===== src/hw/rtl/dcds_pkg.sv =====
package dcds_pkg;

    // Capacity of the sorting row, in commands per frame.
    localparam int MAX_ENTRIES = 64;
    // The fill count must also be able to hold the full capacity.
    localparam int CNT_W = $clog2(MAX_ENTRIES + 1);

    typedef struct packed {
        logic signed [15:0] depth_key;
        logic        [15:0] payload_tag;
        logic               frame_end;
    } t_in_item;

    typedef struct packed {
        logic signed [15:0] sorted_key;
        logic        [15:0] sorted_tag;
        logic               run_last;
        logic               dropped_any;
    } t_out_item;

    typedef struct packed {
        logic signed [15:0] key;
        logic        [15:0] tag;
    } t_entry;

    // Controller to datapath.
    typedef struct packed {
        logic push;  // accept the presented command into the row
        logic pop;   // the head entry has been taken downstream
    } t_cmd;

    // Datapath to controller.
    typedef struct packed {
        logic last;  // exactly one entry left in the row
    } t_sts;

endpackage


===== src/hw/rtl/dcds_ctrl.sv =====
module dcds_ctrl
    import dcds_pkg::*;
(
    input  logic i_clk,
    input  logic i_rst_n,
    input  logic i_in_valid,
    input  logic i_frame_end,
    input  logic i_out_ready,
    input  t_sts i_sts,
    output logic o_in_ready,
    output logic o_out_valid,
    output t_cmd o_cmd
);

    typedef enum logic [1:0] {
        S_COLLECT = 2'b01,
        S_EMIT    = 2'b10
    } t_state;

    t_state r_state;
    t_state n_state;

    assign o_in_ready  = (r_state == S_COLLECT);
    assign o_out_valid = (r_state == S_EMIT);
    assign o_cmd.push  = i_in_valid && o_in_ready;
    assign o_cmd.pop   = o_out_valid && i_out_ready;

    always_comb begin
        n_state = r_state;
        case (r_state)
            S_COLLECT: begin
                if (o_cmd.push && i_frame_end) begin
                    n_state = S_EMIT;
                end
            end
            S_EMIT: begin
                if (o_cmd.pop && i_sts.last) begin
                    n_state = S_COLLECT;
                end
            end
            default: n_state = S_COLLECT;
        endcase
    end

    always_ff @(posedge i_clk) begin
        if (!i_rst_n) begin
            r_state <= S_COLLECT;
        end else begin
            r_state <= n_state;
        end
    end

    a_end_starts_emit : assert property (@(posedge i_clk) disable iff (!i_rst_n)
        o_cmd.push && i_frame_end |=> r_state == S_EMIT)
        else $error("frame end did not start emission");

    a_last_ends_emit : assert property (@(posedge i_clk) disable iff (!i_rst_n)
        o_cmd.pop && i_sts.last |=> r_state == S_COLLECT)
        else $error("emission did not stop after last result");

    a_state_onehot : assert property (@(posedge i_clk) disable iff (!i_rst_n)
        $onehot(r_state))
        else $error("controller state not one-hot");

endmodule


===== config.mk =====
export PLATFORM = sky130hd
export DESIGN_NAME = dcds_ctrl
export DESIGN_NICKNAME = d
export VERILOG_FILES = /design/src/hw/rtl/dcds_pkg.sv /design/src/hw/rtl/dcds_ctrl.sv
export SDC_FILE = /design/constraint.sdc
export NUM_CORES = 1
export LEC_CHECK = 0
export ABC_AREA = 1
export BUFFER_PORTS_ARGS = -buffer_cell sky130_fd_sc_hd__buf_4
export CORE_AREA = 2 2 39 41
export DETAILED_ROUTE_END_ITERATION = 10
export DIE_AREA = 0 0 41 43
export MAX_ROUTING_LAYER = met4
export PLACE_DENSITY = 0.3
export SLEW_MARGIN = 20
export SYNTH_ARGS = -nofsm -noshare
export SYNTH_HDL_FRONTEND = slang
export SYNTH_SLANG_ARGS = --single-unit

===== constraint.sdc =====
create_clock -name i_clk -period 0.8 [get_ports i_clk]
set_clock_uncertainty 0.15 [all_clocks]
set_input_delay 0.12 -clock i_clk [delete_from_list [all_inputs] [get_ports i_clk]]
set_output_delay 0.12 -clock i_clk [all_outputs]
set_load 0.02 [all_outputs]

==> Word-level counts from Yosys, hierarchy flattened <==
Index checks and enable logic that the tools add are counted.
{ "totals": {"inputBits": 6, "regBits": 2, "out_inout_bits": 4, "wordCells": 13} }
{ "classes": {"n_reduce_logical": 5, "mux": 3, "eq_ne": 4} }
{ "ops": {"columns": ["op", "count"], "rows": [
  ["$logic_and A1 B1 Y1", 4],
  ["$mux W2", 2],
  ["$ne A2 B1 Y1 const B", 2],
  ["$pmux W2 S2", 1],
  ["$eq A2 B1 Y1 const B", 1],
  ["$eq A2 B2 Y1 const B", 1],
  ["$reduce_and A2 Y1", 1]
]} }

==> Longest topological paths before layout <==
{ "logic_depth": {"ltp_word": 5, "ltp_mapped": 5, "depth_no_buf": 5} }

==> Worst setup path after synthesis <==
No wires, ideal clock.
{ "synth_timing": {"path_kind": "register -> output", "from": "reg r_state[0]", "to": "out o_cmd[1] in the netlist's numbering", "t_required_ns": 0.530, "setup_slack_ns": -0.341, "arrival_ns": 0.871, "path_stages_with_launch": 3, "path_buffers": 0, "path_cell_list": "dfxtp_1 inv_2 nor3b_1"} }
{ "synth_rtl": {"columns": ["element", "line_no", "text"], "rows": [
  ["from (decl)", "dcds_ctrl.sv:20", "t_state r_state;"],
  ["from (signal assigned)", "dcds_ctrl.sv:49", "r_state <= n_state;"],
  ["to (decl)", "dcds_ctrl.sv:12", "output t_cmd o_cmd"]
]} }

==> impl_metrics.yaml <==
placed_design:
  place_ws_ns: -0.242
  place.gp.congestion: 0.576
  dp_hpwl_um: 289
  port_buffers: 9
cells_and_area:
  fillCellCount: 154
  largest_reg_flops: 2
  area_growth_pct: 142
  reg_top3: "r_state (2)"
  regMostFlops: "r_state"
  insertedDiodeCount: 0
  utilization: 0.202
  drive_above_1_share: 0.733
  nNetsFinal: 38
yosys:
  synth-seq-area-share: 0.348
  syn_avg_cell_area_um2: 6.40
  synth_common_cells: "5 x nand2_1, 4 x inv_1, 2 x dfxtp_1"
  synth_nets: 24
  yosys.area.top_type: "dfxtp_1"
  ys_warn_count: 0
  yosys_most_used_dff: "dfxtp_1"
  ys_ff_latch: 2
  yosys-top-cells-area: "dfxtp_1 35%, nand2_1 16%, inv_1 13%, a21oi_2 7.6%, nor3b_1 6.5%"
  synth.most_common_cell: "nand2_1"
  syn-cell-area_um2: 115
  syn_inst: 18
  async_flop_share: 0
  ys_types: 10
  synth-edff-count: 0
  yosysTopAreaCellShare: 0.348
routing:
  highest_layer: "met3"
  drc_errors: 0
  via_per_inst: 3.20
  wl_met1_um: 149
  vias: 147
  met3WireLength_um: 58
  wl_met2_um: 135
  dr.first_iter.drc_count: 0
  firstDrtPassIters: 1
  routed_wl_um: 342
  wl_per_cell_um: 7.43
  ant_nets: 0
worst_hold_path:
  hold_class: "input port to flip-flop"
timing:
  setup_slack_ns: -0.389
  setup_viol: 6
  period_needed_ns: 1.19
  whs_ns: -0.0839
  worst_pin_slew_ns: 0.143
  slew_viol_final: 0
  rsz0062_at_grt: "true"
  hold_viol_final: 2
  max_freq_ghz: 0.841
  slew_headroom: 0.905
  fin_crit_sh: 1.49
floorplanning:
  initial_core_util: 0.0832
  fp.dieH_um: 43
  io_pins: 10
  rows: 14
  die-area_mm2: 0.00176
  design.core.area_mm2: 0.00138
  die_w_um: 41
setup_path:
  crit_type: "flip-flop to output pin"
  crit_path_cell_trace: "nor3b_4, buf_6"
  worst_path_largest_cell_delay_ns: 0.36
  crit_fanout: 4
  path_buf_inv: 1
  required_ns: 0.53
  crit_arrival_ns: 0.92
  cpMaxStageDelayCell: "dfxtp_4"
  start_kind: "flip-flop"
  crit_family: "flip-flops"
  worstSetupEndpointType: "output pin"
job:
  max-cap-violations: 0
pwr:
  p_per_area_mw_per_mm2: 1500
  p_leak_uw: 0.000153
  ir_drop_v: 0.000546
cts:
  cts_buffer_depth: 2
  cts_made_buffers: 3
  root_buffer: "clkbuf_4"
  clk_latency_ns: 0.22
  clkTransAtPathRegs_ns: 0.03
  htree_levels: 1
  clock-sinks: 2
  tritoncts: "yes"
grt:
  grt_pass1_wl_um: 517
  grt_max_degree: 5
  antenna_found_initial: 0
  grt_usage: 0.0524
  overflow: 0
  grt_pass1_vias: 136
status:
  status: "finished, violations left"
  violations: "hold timing, setup timing"
-- stage by stage --
stage	area [um2]	hold WS, ns	instances	setup TNS (ns)	power, uW
global route	279	-0.104	46	-1.89	458
floorplan	141	0.0387	18	-0.588	156
finish	279	-0.0839	46	-1.59	419
CTS	267	-0.0942	46	-1.69	434
global placement	229	0.137	43	-0.868	192
detailed placement	229	0.143	43	-0.930	194
-- logic make-up (layout without fill, tap and decap cells) --
group,count (synthesis),count (layout),synth area share
DFF,2,2,0.348
and+or+nand+nor,10,10,0.413
AOI/OAI and AO/OA,1,1,0.0761
buffers and inverters,5,17,0.163
-- report_power, final --
group	leakage [uW]	switching, uW	internal (uW)	total (uW)
sequential	0.0000167	7.48	104	112
clock	0.0000138	54.3	165	220
combinational	0.000123	40.0	48.3	88.3
total	0.000153	102	318	419
-- placed cells by master (no fill, tap or decap), drive strengths merged --
master	instances
nand2	6
a21oi	1
inv	5
clkbuf	3
dfxtp	2
nand3	1
buf	9
nor3b	1
nor2	2
-- worst paths after layout --
kind / from / endpoint / slack [ns] / cells after the start
max: r_state[1]$_SDFFE_PN0P_ / o_cmd[1] / -0.39 / 2
min reg2reg: r_state[1]$_SDFFE_PN0P_ / r_state[1]$_SDFFE_PN0P_ / 0.44 / 3
max reg2reg: r_state[0]$_SDFFE_PN1P_ / r_state[0]$_SDFFE_PN1P_ / -0.13 / 5
min: i_rst_n / r_state[0]$_SDFFE_PN1P_ / -0.08 / 2
-- per-layer routing --
metal  vias up  track usage
met5         -            -
met4         0       0.0600
met3         0       0.0471
met2        10       0.0469
met1        60       0.0575
li1         77            -
-- cell type report --
type / count / area, um2 / share of cell area
clock buffer: 3 / 22.5 / 0.0807
timing repair buffer: 9 / 82.6 / 0.296
sequential: 2 / 45.0 / 0.161
multi-input combinational: 11 / 87.6 / 0.314
tap: 16 / 20.0 / 0.0717
inverter: 5 / 21.3 / 0.0762
-- timing repair --
| item | CTS | global route |
|---|---|---|
| gates resized for setup | 5 | 3 |
| hold endpoints to repair | 2 | 2 |
| endpoints found under the setup margin | 6 | 6 |
| pin swaps | 0 | 1 |
| buffers inserted | 0 | 0 |
Note: power is estimated with default switching activity, not from simulation.
